File: config.mk
export PLATFORM = sky130hd
export DESIGN_NAME = piecewise_linear_gray_stretch_flat
export DESIGN_NICKNAME = d
export VERILOG_FILES = /design/src/rtl/plgs_pkg.sv /design/src/rtl/plgs_in_if.sv /design/src/rtl/plgs_out_if.sv /design/src/rtl/plgs_cfg_if.sv /design/src/rtl/plgs_front.sv /design/src/rtl/plgs_fifo.sv /design/src/rtl/plgs_back.sv /design/src/rtl/piecewise_linear_gray_stretch.sv /design/src/flat_wrapper.sv
export SDC_FILE = /design/constraint.sdc
export NUM_CORES = 1
export LEC_CHECK = 0
export BUFFER_PORTS_ARGS = -buffer_cell sky130_fd_sc_hd__buf_2
export CAP_MARGIN = 20
export CORE_ASPECT_RATIO = 1.75
export CORE_MARGIN = 3
export CORE_UTILIZATION = 25
export DETAILED_ROUTE_END_ITERATION = 8
export GPL_ROUTABILITY_DRIVEN = 0
export PLACE_DENSITY = 0.47
export SETUP_SLACK_MARGIN = 0.05
export SYNTH_ARGS = -nofsm -noshare
export SYNTH_HDL_FRONTEND = slang
export SYNTH_SLANG_ARGS = --single-unit
File: constraint.sdc
create_clock -name clk -period 6.6 [get_ports clk]
set_input_delay 0.33 -clock clk [delete_from_list [all_inputs] [get_ports clk]]
set_output_delay 0.33 -clock clk [all_outputs]
set_load 0.005 [all_outputs]
File: src/rtl/plgs_pkg.sv
package plgs_pkg;

    // Gray pixel width and the width of a product of two pixel-wide values.
    localparam int PIXEL_W = 8;
    localparam int PROD_W = 2 * PIXEL_W;

    // Configuration index width; indexes beyond the register list are ignored.
    localparam int CFG_INDEX_W = 8;

    // Default depth of the queue between the classifier and the divider pipeline.
    localparam int QUEUE_DEPTH = 4;

    // One divider stage per quotient bit.
    localparam int DIV_STAGES = PIXEL_W;

    localparam logic [PIXEL_W-1:0] PIXEL_MAX = {PIXEL_W{1'b1}};

    // Configuration register indexes.
    localparam logic [CFG_INDEX_W-1:0] REG_BREAK1_IN  = CFG_INDEX_W'(0);
    localparam logic [CFG_INDEX_W-1:0] REG_BREAK1_OUT = CFG_INDEX_W'(1);
    localparam logic [CFG_INDEX_W-1:0] REG_BREAK2_IN  = CFG_INDEX_W'(2);
    localparam logic [CFG_INDEX_W-1:0] REG_BREAK2_OUT = CFG_INDEX_W'(3);

    // One classified pixel: result = base +/- num / den.
    typedef struct packed {
        logic [PIXEL_W-1:0] base;
        logic               neg;
        logic [PROD_W-1:0]  num;
        logic [PIXEL_W-1:0] den;
    } job_t;

endpackage

File: src/rtl/plgs_in_if.sv
interface plgs_in_if;
    logic                         valid;
    logic                         ready;
    logic [plgs_pkg::PIXEL_W-1:0] pixel_in;

    modport source (output valid, output pixel_in, input ready);
    modport sink (input valid, input pixel_in, output ready);
endinterface

File: src/rtl/plgs_out_if.sv
interface plgs_out_if;
    logic                         valid;
    logic                         ready;
    logic [plgs_pkg::PIXEL_W-1:0] pixel_out;

    modport source (output valid, output pixel_out, input ready);
    modport sink (input valid, input pixel_out, output ready);
endinterface

File: src/rtl/plgs_cfg_if.sv
interface plgs_cfg_if;
    logic                             valid;
    logic                             ready;
    logic [plgs_pkg::CFG_INDEX_W-1:0] index;
    logic [plgs_pkg::PIXEL_W-1:0]     data;

    modport source (output valid, output index, output data, input ready);
    modport sink (input valid, input index, input data, output ready);
endinterface

File: src/rtl/plgs_front.sv
module plgs_front (
    input  logic              clk,
    input  logic              rst_n,
    plgs_cfg_if.sink          cfg,
    plgs_in_if.sink           pixels,
    output logic              job_valid,
    input  logic              job_ready,
    output plgs_pkg::job_t    job
);

    logic [plgs_pkg::PIXEL_W-1:0] break1_in_reg;
    logic [plgs_pkg::PIXEL_W-1:0] break1_out_reg;
    logic [plgs_pkg::PIXEL_W-1:0] break2_in_reg;
    logic [plgs_pkg::PIXEL_W-1:0] break2_out_reg;

    logic                         valid_reg;
    plgs_pkg::job_t               job_reg;
    plgs_pkg::job_t               job_next;

    logic [plgs_pkg::PIXEL_W-1:0] p;
    logic [plgs_pkg::PIXEL_W-1:0] mul_a;
    logic [plgs_pkg::PIXEL_W-1:0] mul_b;
    logic                         accept;

    assign cfg.ready = 1'b1;

    always_ff @(posedge clk or negedge rst_n)
    begin
        if (!rst_n)
        begin
            break1_in_reg  <= '0;
            break1_out_reg <= '0;
            break2_in_reg  <= '0;
            break2_out_reg <= '0;
        end
        else if (cfg.valid)
        begin
            case (cfg.index)
                plgs_pkg::REG_BREAK1_IN:  break1_in_reg  <= cfg.data;
                plgs_pkg::REG_BREAK1_OUT: break1_out_reg <= cfg.data;
                plgs_pkg::REG_BREAK2_IN:  break2_in_reg  <= cfg.data;
                plgs_pkg::REG_BREAK2_OUT: break2_out_reg <= cfg.data;
                default: ;
            endcase
        end
    end

    // Pick the segment, then set up one product and one divisor for it.
    always_comb
    begin
        p = pixels.pixel_in;
        job_next.neg = 1'b0;
        if (p <= break1_in_reg)
        begin
            job_next.base = '0;
            mul_a = break1_out_reg;
            mul_b = p;
            // A first breakpoint at zero only admits pixel zero, which maps to zero.
            job_next.den = (break1_in_reg == '0) ? plgs_pkg::PIXEL_W'(1) : break1_in_reg;
        end
        else if (p <= break2_in_reg)
        begin
            job_next.base = break1_out_reg;
            job_next.neg = (break2_out_reg < break1_out_reg);
            mul_a = job_next.neg ? (break1_out_reg - break2_out_reg)
                                 : (break2_out_reg - break1_out_reg);
            mul_b = p - break1_in_reg;
            job_next.den = break2_in_reg - break1_in_reg;
        end
        else
        begin
            // Here the pixel lies above the second breakpoint, so that breakpoint is below the top.
            job_next.base = break2_out_reg;
            mul_a = plgs_pkg::PIXEL_MAX - break2_out_reg;
            mul_b = p - break2_in_reg;
            job_next.den = plgs_pkg::PIXEL_MAX - break2_in_reg;
        end
        job_next.num = plgs_pkg::PROD_W'(mul_a) * plgs_pkg::PROD_W'(mul_b);
    end

    assign accept = pixels.valid && pixels.ready;
    assign pixels.ready = !valid_reg || job_ready;

    always_ff @(posedge clk or negedge rst_n)
    begin
        if (!rst_n)
        begin
            valid_reg <= 1'b0;
        end
        else if (accept)
        begin
            valid_reg <= 1'b1;
        end
        else if (job_ready)
        begin
            valid_reg <= 1'b0;
        end
    end

    always_ff @(posedge clk)
    begin
        if (accept)
        begin
            job_reg <= job_next;
        end
    end

    assign job_valid = valid_reg;
    assign job = job_reg;

`ifndef SYNTHESIS
    a_den_nonzero: assert property (@(posedge clk) disable iff (!rst_n)
        valid_reg |-> (job_reg.den != '0))
        else $error("classified pixel carries a zero divisor");
`endif

endmodule

File: src/rtl/plgs_fifo.sv
module plgs_fifo #(
    parameter int DEPTH = plgs_pkg::QUEUE_DEPTH
) (
    input  logic           clk,
    input  logic           rst_n,
    input  logic           push_valid,
    output logic           push_ready,
    input  plgs_pkg::job_t push_data,
    output logic           pop_valid,
    input  logic           pop_ready,
    output plgs_pkg::job_t pop_data
);

    localparam int AW = (DEPTH > 1) ? $clog2(DEPTH) : 1;
    localparam int CW = $clog2(DEPTH + 1);

    plgs_pkg::job_t entry_reg [DEPTH];
    logic [AW-1:0]  wr_ptr_reg;
    logic [AW-1:0]  rd_ptr_reg;
    logic [CW-1:0]  count_reg;
    logic [CW-1:0]  count_next;
    logic           push;
    logic           pop;

    assign push_ready = (count_reg != CW'(DEPTH));
    assign pop_valid = (count_reg != '0);
    assign pop_data = entry_reg[rd_ptr_reg];
    assign push = push_valid && push_ready;
    assign pop = pop_valid && pop_ready;

    always_comb
    begin
        count_next = count_reg;
        if (push && !pop)
        begin
            count_next = count_reg + 1'b1;
        end
        else if (pop && !push)
        begin
            count_next = count_reg - 1'b1;
        end
    end

    always_ff @(posedge clk or negedge rst_n)
    begin
        if (!rst_n)
        begin
            wr_ptr_reg <= '0;
            rd_ptr_reg <= '0;
            count_reg  <= '0;
        end
        else
        begin
            count_reg <= count_next;
            if (push)
            begin
                wr_ptr_reg <= (wr_ptr_reg == AW'(DEPTH - 1)) ? '0 : wr_ptr_reg + 1'b1;
            end
            if (pop)
            begin
                rd_ptr_reg <= (rd_ptr_reg == AW'(DEPTH - 1)) ? '0 : rd_ptr_reg + 1'b1;
            end
        end
    end

    always_ff @(posedge clk)
    begin
        if (push)
        begin
            entry_reg[wr_ptr_reg] <= push_data;
        end
    end

`ifndef SYNTHESIS
    a_pop_drains: assert property (@(posedge clk) disable iff (!rst_n)
        (pop && !push) |=> (count_reg == $past(count_reg) - 1'b1))
        else $error("queue count did not drop on a lone pop");
`endif

endmodule

File: src/rtl/plgs_back.sv
module plgs_back (
    input  logic           clk,
    input  logic           rst_n,
    input  logic           job_valid,
    output logic           job_ready,
    input  plgs_pkg::job_t job,
    plgs_out_if.source     stretched
);

    localparam int W = plgs_pkg::PIXEL_W;
    localparam int N = plgs_pkg::DIV_STAGES;

    logic         st_valid_reg [N];
    logic [W-1:0] st_rem_reg   [N];
    logic [W-1:0] st_low_reg   [N];
    logic [W-1:0] st_q_reg     [N];
    logic [W-1:0] st_den_reg   [N];
    logic [W-1:0] st_base_reg  [N];
    logic         st_neg_reg   [N];

    logic         in_valid [N];
    logic [W-1:0] in_rem   [N];
    logic [W-1:0] in_low   [N];
    logic [W-1:0] in_q     [N];
    logic [W-1:0] in_den   [N];
    logic [W-1:0] in_base  [N];
    logic         in_neg   [N];

    logic         out_valid_reg;
    logic [W-1:0] pixel_out_reg;
    logic [W-1:0] result;
    logic         adv;

    // The whole pipeline moves together whenever the output register can take a value.
    assign adv = !out_valid_reg || stretched.ready;
    assign job_ready = adv;

    // The quotient fits in W bits, so the upper half of the product is below the divisor.
    assign in_valid[0] = job_valid;
    assign in_rem[0]   = job.num[2*W-1:W];
    assign in_low[0]   = job.num[W-1:0];
    assign in_q[0]     = '0;
    assign in_den[0]   = job.den;
    assign in_base[0]  = job.base;
    assign in_neg[0]   = job.neg;

    genvar k;
    generate
        for (k = 1; k < N; k++)
        begin : g_link
            assign in_valid[k] = st_valid_reg[k-1];
            assign in_rem[k]   = st_rem_reg[k-1];
            assign in_low[k]   = st_low_reg[k-1];
            assign in_q[k]     = st_q_reg[k-1];
            assign in_den[k]   = st_den_reg[k-1];
            assign in_base[k]  = st_base_reg[k-1];
            assign in_neg[k]   = st_neg_reg[k-1];
        end

        for (k = 0; k < N; k++)
        begin : g_stage
            logic [W:0] trial;
            logic [W:0] diff;
            logic       ge;

            // One restoring step: bring down the next dividend bit and try a subtract.
            assign trial = {in_rem[k], in_low[k][W-1]};
            assign diff = trial - {1'b0, in_den[k]};
            assign ge = (trial >= {1'b0, in_den[k]});

            always_ff @(posedge clk or negedge rst_n)
            begin
                if (!rst_n)
                begin
                    st_valid_reg[k] <= 1'b0;
                end
                else if (adv)
                begin
                    st_valid_reg[k] <= in_valid[k];
                end
            end

            always_ff @(posedge clk)
            begin
                if (adv)
                begin
                    st_rem_reg[k]  <= ge ? diff[W-1:0] : trial[W-1:0];
                    st_low_reg[k]  <= {in_low[k][W-2:0], 1'b0};
                    st_q_reg[k]    <= {in_q[k][W-2:0], ge};
                    st_den_reg[k]  <= in_den[k];
                    st_base_reg[k] <= in_base[k];
                    st_neg_reg[k]  <= in_neg[k];
                end
            end
        end
    endgenerate

    assign result = st_neg_reg[N-1] ? (st_base_reg[N-1] - st_q_reg[N-1])
                                    : (st_base_reg[N-1] + st_q_reg[N-1]);

    always_ff @(posedge clk or negedge rst_n)
    begin
        if (!rst_n)
        begin
            out_valid_reg <= 1'b0;
        end
        else if (adv)
        begin
            out_valid_reg <= st_valid_reg[N-1];
        end
    end

    always_ff @(posedge clk)
    begin
        if (adv)
        begin
            pixel_out_reg <= result;
        end
    end

    assign stretched.valid = out_valid_reg;
    assign stretched.pixel_out = pixel_out_reg;

`ifndef SYNTHESIS
    a_quotient_fits: assert property (@(posedge clk) disable iff (!rst_n)
        job_valid |-> (job.num[2*W-1:W] < job.den))
        else $error("quotient would overflow the divider");

    a_no_underflow: assert property (@(posedge clk) disable iff (!rst_n)
        (st_valid_reg[N-1] && st_neg_reg[N-1]) |-> (st_q_reg[N-1] <= st_base_reg[N-1]))
        else $error("falling segment steps below zero");
`endif

endmodule

File: src/rtl/piecewise_linear_gray_stretch.sv
// A pixel passes the front register, the queue, the divider stages and the output register.
// One pixel per cycle unless stalled; the divider pipeline computes one quotient bit per stage.
// Backpressure on the output stalls the divider pipeline; the queue keeps input open meanwhile.
// Reset (rst_n, asynchronous, active low) clears all breakpoints to zero and empties the queue.
module piecewise_linear_gray_stretch #(
    parameter int QUEUE_DEPTH = plgs_pkg::QUEUE_DEPTH
) (
    input  logic       clk,
    input  logic       rst_n,
    plgs_cfg_if.sink   cfg,
    plgs_in_if.sink    pixels,
    plgs_out_if.source stretched
);

    // Front to queue.
    logic           front_valid;
    logic           front_ready;
    plgs_pkg::job_t front_job;

    // Queue to divider pipeline.
    logic           back_valid;
    logic           back_ready;
    plgs_pkg::job_t back_job;

    // The front holds the breakpoint registers, finds the segment of each pixel, and forms
    // the product, the divisor and the base of that segment in one registered stage.
    plgs_front u_front (
        .clk       (clk),
        .rst_n     (rst_n),
        .cfg       (cfg),
        .pixels    (pixels),
        .job_valid (front_valid),
        .job_ready (front_ready),
        .job       (front_job)
    );

    // A short queue parts the front from the divider, so a stall at the output does not
    // reach the input until the queue has filled.
    plgs_fifo #(
        .DEPTH (QUEUE_DEPTH)
    ) u_fifo (
        .clk        (clk),
        .rst_n      (rst_n),
        .push_valid (front_valid),
        .push_ready (front_ready),
        .push_data  (front_job),
        .pop_valid  (back_valid),
        .pop_ready  (back_ready),
        .pop_data   (back_job)
    );

    // The back divides the product by the divisor one quotient bit per stage, then adds the
    // quotient to the base, or subtracts it on a falling segment, into the output register.
    plgs_back u_back (
        .clk       (clk),
        .rst_n     (rst_n),
        .job_valid (back_valid),
        .job_ready (back_ready),
        .job       (back_job),
        .stretched (stretched)
    );

endmodule
File: src/flat_wrapper.sv
// flat-port wrapper written by rule: the top's interface ports become plain ports
module piecewise_linear_gray_stretch_flat 
#(
    parameter int QUEUE_DEPTH = plgs_pkg::QUEUE_DEPTH
)
  (clk, rst_n, cfg_valid, cfg_index, cfg_data, cfg_ready, pixels_valid, pixels_pixel_in, pixels_ready, stretched_valid, stretched_pixel_out, stretched_ready);
  plgs_cfg_if cfg_i ();
  plgs_in_if pixels_i ();
  plgs_out_if stretched_i ();
  input  logic clk;
  input  logic rst_n;
  input wire logic [$bits(cfg_i.valid)-1:0] cfg_valid;
  input wire logic [$bits(cfg_i.index)-1:0] cfg_index;
  input wire logic [$bits(cfg_i.data)-1:0] cfg_data;
  output wire logic [$bits(cfg_i.ready)-1:0] cfg_ready;
  input wire logic [$bits(pixels_i.valid)-1:0] pixels_valid;
  input wire logic [$bits(pixels_i.pixel_in)-1:0] pixels_pixel_in;
  output wire logic [$bits(pixels_i.ready)-1:0] pixels_ready;
  output wire logic [$bits(stretched_i.valid)-1:0] stretched_valid;
  output wire logic [$bits(stretched_i.pixel_out)-1:0] stretched_pixel_out;
  input wire logic [$bits(stretched_i.ready)-1:0] stretched_ready;
  assign cfg_i.valid = cfg_valid;
  assign cfg_i.index = cfg_index;
  assign cfg_i.data = cfg_data;
  assign cfg_ready = cfg_i.ready;
  assign pixels_i.valid = pixels_valid;
  assign pixels_i.pixel_in = pixels_pixel_in;
  assign pixels_ready = pixels_i.ready;
  assign stretched_valid = stretched_i.valid;
  assign stretched_pixel_out = stretched_i.pixel_out;
  assign stretched_i.ready = stretched_ready;
  piecewise_linear_gray_stretch #(.QUEUE_DEPTH(QUEUE_DEPTH)) u_core (.clk(clk), .rst_n(rst_n), .cfg(cfg_i), .pixels(pixels_i), .stretched(stretched_i));
endmodule
Word level (Yosys, flattened, before mapping)
Memory sizes are Yosys's and may differ from the RTL's.
Index checks and enable logic that the tools add are counted.

operators by class
  $add $sub $neg = 21
  multiply operators = 1
  order comparisons = 11
  equal/unequal tests = 6
  muxes and demuxes = 28
  bitwise gates (word level) = 1
  reductions and logical operators = 21

operators by type and width
  operator                                                            number
  8-bit 2-to-1 mux                                                    18
  8-bit subtractor                                                    14
  9-bit by 8-bit greater-or-equal comparator with 1-bit output        8
  8-bit by 2-bit == test with 1-bit output, second input constant     2
  8-bit <= comparator                                                 2
  8-bit logical NOT                                                   2
  8-bit by 8-bit multiplier with 16-bit output                        1
  8-bit subtractor, first input constant                              2
  8-bit adder                                                         1
  8-bit by 1-bit == test with 1-bit output, second input constant     1
  8-bit less-than comparator                                          1
  2-bit AND reduction                                                 4
  1-bit 2-to-1 mux                                                    6
  3-bit 2-to-1 mux                                                    2
  1-bit logical AND                                                   5
  2-bit by 1-bit adder with 2-bit output, second input constant       2
  2-bit == test, second input constant                                2
  1-bit logical NOT                                                   4
  2-bit 2-to-1 mux                                                    2
  2-bit nonzero test                                                  2
  3-bit by 1-bit adder with 3-bit output, second input constant       1
  3-bit != test, second input constant                                1
  3-bit nonzero test                                                  1
  3-bit by 1-bit subtractor with 3-bit output, second input constant  1
  3 further kinds                                                     4

storage, ports and cells
  bits in registers = 90
  RAM bits = 452
  input port bits = 29
  output and inout port bits = 11
  word-level logic and storage cells = 118
  memories = 7

memory list
  name                       depth  width  read ports  clocked after memory_dff  wr ports  line             RTL
  u_core.u_fifo.entry_reg    4      33     1           0                         1         plgs_fifo.sv:17  plgs_pkg::job_t entry_reg [DEPTH];
  u_core.u_back.st_base_reg  8      8      8           0                         8         plgs_back.sv:18  logic [W-1:0] st_base_reg [N];
  u_core.u_back.st_den_reg   8      8      7           0                         8         plgs_back.sv:17  logic [W-1:0] st_den_reg [N];
  u_core.u_back.st_q_reg     8      8      8           0                         8         plgs_back.sv:16  logic [W-1:0] st_q_reg [N];
  u_core.u_back.st_rem_reg   8      8      7           0                         8         plgs_back.sv:14  logic [W-1:0] st_rem_reg [N];
  u_core.u_back.st_low_reg   8      7      7           0                         8         plgs_back.sv:15  logic [W-1:0] st_low_reg [N];
  +1 memories                -      -      -           -                         -         -

Longest topological paths before layout
  depth after elaboration = 6
  gate-level depth with buffers = 30

Modules after synthesis
A second synthesis with hierarchy kept.

second synthesis, totals
  cell total of the unflattened synthesis = 1,893
  area total of the unflattened synthesis = 24,499.7 um2

by module, submodules not included
  module      times used  cells an instance  area each (um2)  seq. area each (um2)
  plgs_back   1           896                12,195.4         7,912.6
  plgs_front  1           787                7,050.5          1,816.7
  plgs_fifo   1           210                5,253.8          4,139.0

Worst setup path after synthesis
OpenSTA, ideal clock, no wires.

  path type = input-to-reg
  from = in pixels_pixel_in[0]
  to = reg u_core.u_front.job_reg, in the netlist u_core.u_front.job[23] (data pin)
  data arrival time = 6.236 ns
  required time = 6.340 ns
  path slack = 0.105 ns
  cell stages on the path = 28
  cell sequence = clkbuf_1 -> inv_1 -> ha_1 -> inv_1 -> fa_1 -> a211oi_2 -> nor2_1 -> o31a_1 -> o221a_4 -> buf_6 -> buf_4 -> buf_2 -> nand3_1 -> nand2_1 -> fa_1 -> inv_1 -> fa_1 -> fa_1 -> fa_1 -> inv_1 -> ha_1 -> o21a_1 -> o31a_1 -> o211ai_1 -> a21oi_1 -> a2111oi_2 -> a21oi_1 -> xnor2_1

RTL lines
  element               line                RTL
  start, declared       flat_wrapper.sv:17  input wire logic [$bits(pixels_i.pixel_in)-1:0] pixels_pixel_in;
  end signal, assigned  plgs_front.sv:104   job_reg <= job_next;
  end, declared         plgs_front.sv:17    plgs_pkg::job_t job_reg;

==> impl_summary.txt <==
----------------------------------------------------
[Outcome]
  Result of the run ... completed

[Detailed routing]
  Routed wire per std cell ... ~17 um
  1st-pass router iterations ... 6
  Post-route ant nets ... 0
  Wire length reported by the detailed router ... around 53000 um
  Detailed router's first-iteration violation count ... 988
  Number of DRC violations after detailed routing ... 0
  Via count of the routed design ... ~14k
  Drt via density ... 4.515

[Synth]
  Number of register bits inferred by synthesis ... 470
  Count of mapped cells out of synthesis ... about 1.8k
  Ys async rst share ... 0.1043
  Simple-gate portion of the synthesized area ... 0.07106
  Top cells by instance count after synthesis ... edfxtp_1, inv_1, ha_1
  Proportion of synthesized area in mux cells ... 0.07371
  Fraction of the mapped netlist area in adder cells ... 0.1206
  Fraction of the mapped netlist area in compound gates ... 0.09585
  Flip-flop cell with the highest count after synthesis ... edfxtp_1
  Sequential cell area fraction in the yosys report ... 0.5762
  Area share of xor/xnor cells in the synthesized design ... 0.02246
  Avg Synthesized Cell Area ... about 14 um2
  Cells taking the most area after synthesis ... edfxtp_1, ha_1, dfrtp_1
  Number of different library cells in the post-synthesis netlist ... 88
  Share of the synthesized area in the top cell type ... 0.5252
  Post-Synthesis Net Count ... 1996
  Main combinational cell family by area after synthesis ... adder cells
  Number of enable-type register cells in the synthesized netlist ... about 420
  Ys Warns ... 0
  Cell Area, Synth ... 0.02407 mm2
  Most repeated cell in the gate-level netlist after synthesis ... edfxtp_1
  Leading area contributor after synthesis ... edfxtp_1

[Global route]
  Global-route wire length before repair ... 81520 um
  Vias in the first global route ... 15.36k
  Antenna violations before repair ... 0
  Total GRT Usage ... 0.1032
  Largest net degree at the start of global routing ... around 150
  Overall overflow remaining after global route ... 0

[Pwr]
  Pwr Density ... 441.5 mW/mm2
  Worst VDD drop ... 0.2184 mV
  Post-layout total power ... 12.43 mW
  Lkg Pwr ... 10.86 nW

[Finish]
  Area added between synthesis and finish ... 16.98%
  Final net count ... 2141
  Fraction of layout instances using a drive strength above 1 ... 0.1993
  Ant. Diodes ... 0
  Area of all placed cells without fillers ... 0.02816 mm2
  Cell Count, Final, Fillers Out ... 3163
  Util after Layout ... 0.2947
  Number of flip-flops in the largest register ... roughly 130

[Timing]
  Final setup violating endpoints ... 0
  Final-report max-slew violation count ... 0
  Setup repair after global routing missed its margin ... no
  Worst-case clock skew ... 21.74 ps
  Worst Setup Slack, final ... 288.5 ps
  Period minus WS final ... approximately 6300 ps
  Highest achievable clock rate ... 158.4 MHz
  Final cycle utilization of the critical path ... 0.9563
  Final Hold Viols ... 0
  Slew at the pin closest to its max-slew limit ... 850.1 ps
  Worst-case headroom to the max-slew limit ... 0.4333

[Floorplanning]
  Die Height ... 416.5 um
  Number of rows created at floorplan ... 150
  IO Pins ... 40
  Die W ... about 240 um
  Effective utilization at floorplan ... 0.2520
  Core area ... around 0.096 mm2
  Die area ... 0.1002 mm2

[Clock tree]
  H-tree depth ... 2
  Reg clk slew, reported paths ... 70 ps
  CTS root buffer ... clkbuf_16
  Number of clock buffers inserted by TritonCTS ... 50
  Clock Path Buffers ... 3
  Clock latency of the later-clocked register in the worst-skew pair ... 590 ps
  CTS tree ... yes
  Number of sinks on the clock net ... 470

[Critical path]
  Stage delay of the slowest cell on the critical path ... 540 ps
  Worst EP arrival ... 6640 ps
  Path type of the worst setup path ... reg2reg
  Critical Path Most Common Cell ... fa_1
  Reg-to-reg setup timing slack ... between 200 and 300 ps
  Required arrival time at the worst endpoint ... 6930 ps
  Kind of cell adding the most delay to the critical path ... adder cells
  Number of buffer and inverter instances along the worst setup path ... 3
  Endpoint kind of the worst setup timing path ... flop
  Crit path launch type ... flop
  Cell breakdown of the critical path ... ha_1 -> inv_1 -> fa_2 -> a211oi_2 -> nor2_2 -> o31a_1 -> o221a_4 -> nand2_2 -> nor2_1 -> a221o_1 -> fa_1 -> inv_1 -> fa_1 -> fa_1 -> inv_1 -> fa_1 -> ha_1 -> o211ai_1 -> a21oi_2 -> a2111oi_4 -> a21oi_2 -> xnor2_1
  Standard cell with the maximum stage delay on the critical path ... fa_1
  Largest fanout of any net on the critical path ... 5

[Placed design]
  Number of port buffers ... 38
  Worst slack at placement ... -127.5 ps
  Post-place instance area ... 0.02615 mm2
  Placed Instances ... approximately 3.0k
  Half-perimeter wire length after placement ... between 30000 and 40000 um

[Min path]
  Hold Path Class ... in2reg

[Flow run]
  Max capacitance violation total ... 0

----------------------------------------------------
metal layers:
metal,vias to the layer above,share of wire,GRT usage
met4,0,0.064,0.05130
met3,165,0.032,0.01590
met5,-,0,0
li1,6795,-,-
met1,7004,0.34,0.09916
met2,317,0.56,0.2067
what timing repair did:
action | CTS | global route
resized for setup | 3 | 36
buffers inserted | 3 | 12
hold buffers | 6 | 0
endpoints found under the hold margin | 57 | 0
pin swaps | 6 | 18
endpoints found under the setup margin | 3 | 5
cloned | 0 | 4
layout by cell type (no fill, tap or decap), types with 26 or more instances in the layout:
cell type / netlist / routed
dfrtp_1: 49 / 48
buf_4: 5 / 80
ha_1: 152 / 146
clkbuf_16: 0 / 53
nor2_1: 93 / 92
nand3_1: 30 / 28
edfxtp_1: 421 / 421
a21oi_1: 60 / 54
buf_2: 14 / 38
nor3_1: 26 / 26
nor2b_1: 27 / 27
nand2_1: 87 / 87
mux4_2: 31 / 31
inv_1: 200 / 197
mux2_2: 73 / 73
fa_1: 50 / 46
xnor2_1: 41 / 40
o21ai_0: 60 / 58
metrics by stage:
step	TNS (ps)	hold slack, ps
floorplan	0	34.41
global placement	-24.31	400.6
detailed placement	-201.3	404.5
CTS	0	3.222
global route	0	28.02
finish	0	51.64
final cells by class:
type | count | area (um2)
clock inverter | 32 | 310.3
multi-input combinational | 1058 | 9418
sequential | 470 | 13870
fill | 9559 | 67370
clock buffer | 57 | 1299
inverter | 200 | 758.2
timing repair buffer | 130 | 980.9
tap | 1216 | 1521
report_power, final:
part | leakage, nW | total [mW] | switching [mW] | internal, mW
combinational | 5.42 | 4.55 | 2.49 | 2.06
sequential | 4.66 | 5.11 | 0.415 | 4.70
clock | 0.782 | 2.77 | 1.16 | 1.61
logic make-up (layout without fill, tap and decap cells):
group	count (synthesis)	in the layout
compound gates	317	319
xor+xnor	60	60
fa+ha+maj	202	202
buf+inv	239	419
flops	470	470
mux	129	129
other cells	1	1
simple gates	347	347
path summary, 6_finish.rpt:
| path | endpoint | depth (start not counted) | start |
|---|---|---|---|
| max | u_core.u_front.job[23] | 22 | u_core.u_front.break1_in_reg[0] |
| min | u_core.u_front.break1_in_reg[2] | 3 | cfg_data[2] |
| max reg2reg | u_core.u_front.job[23] | 22 | u_core.u_front.break1_in_reg[0] |
| min reg2reg | u_core.u_back.st_low_reg[2][6] | 0 | u_core.u_back.st_low_reg[1][5] |
| max in group asynchronous | u_core.u_fifo.rd_ptr_reg[0] | 3 | rst_n |
| min in group asynchronous | u_core.u_front.break2_out_reg[5] | 3 | rst_n |
worst min-delay path, delay by kind of cell:
kind / cells / cell delay [ps]
and+or+nand+nor: 1 / 60
buffers and inverters: 1 / 150
AOI/OAI and AO/OA: 1 / 70
(Power assumes the default switching activity.)
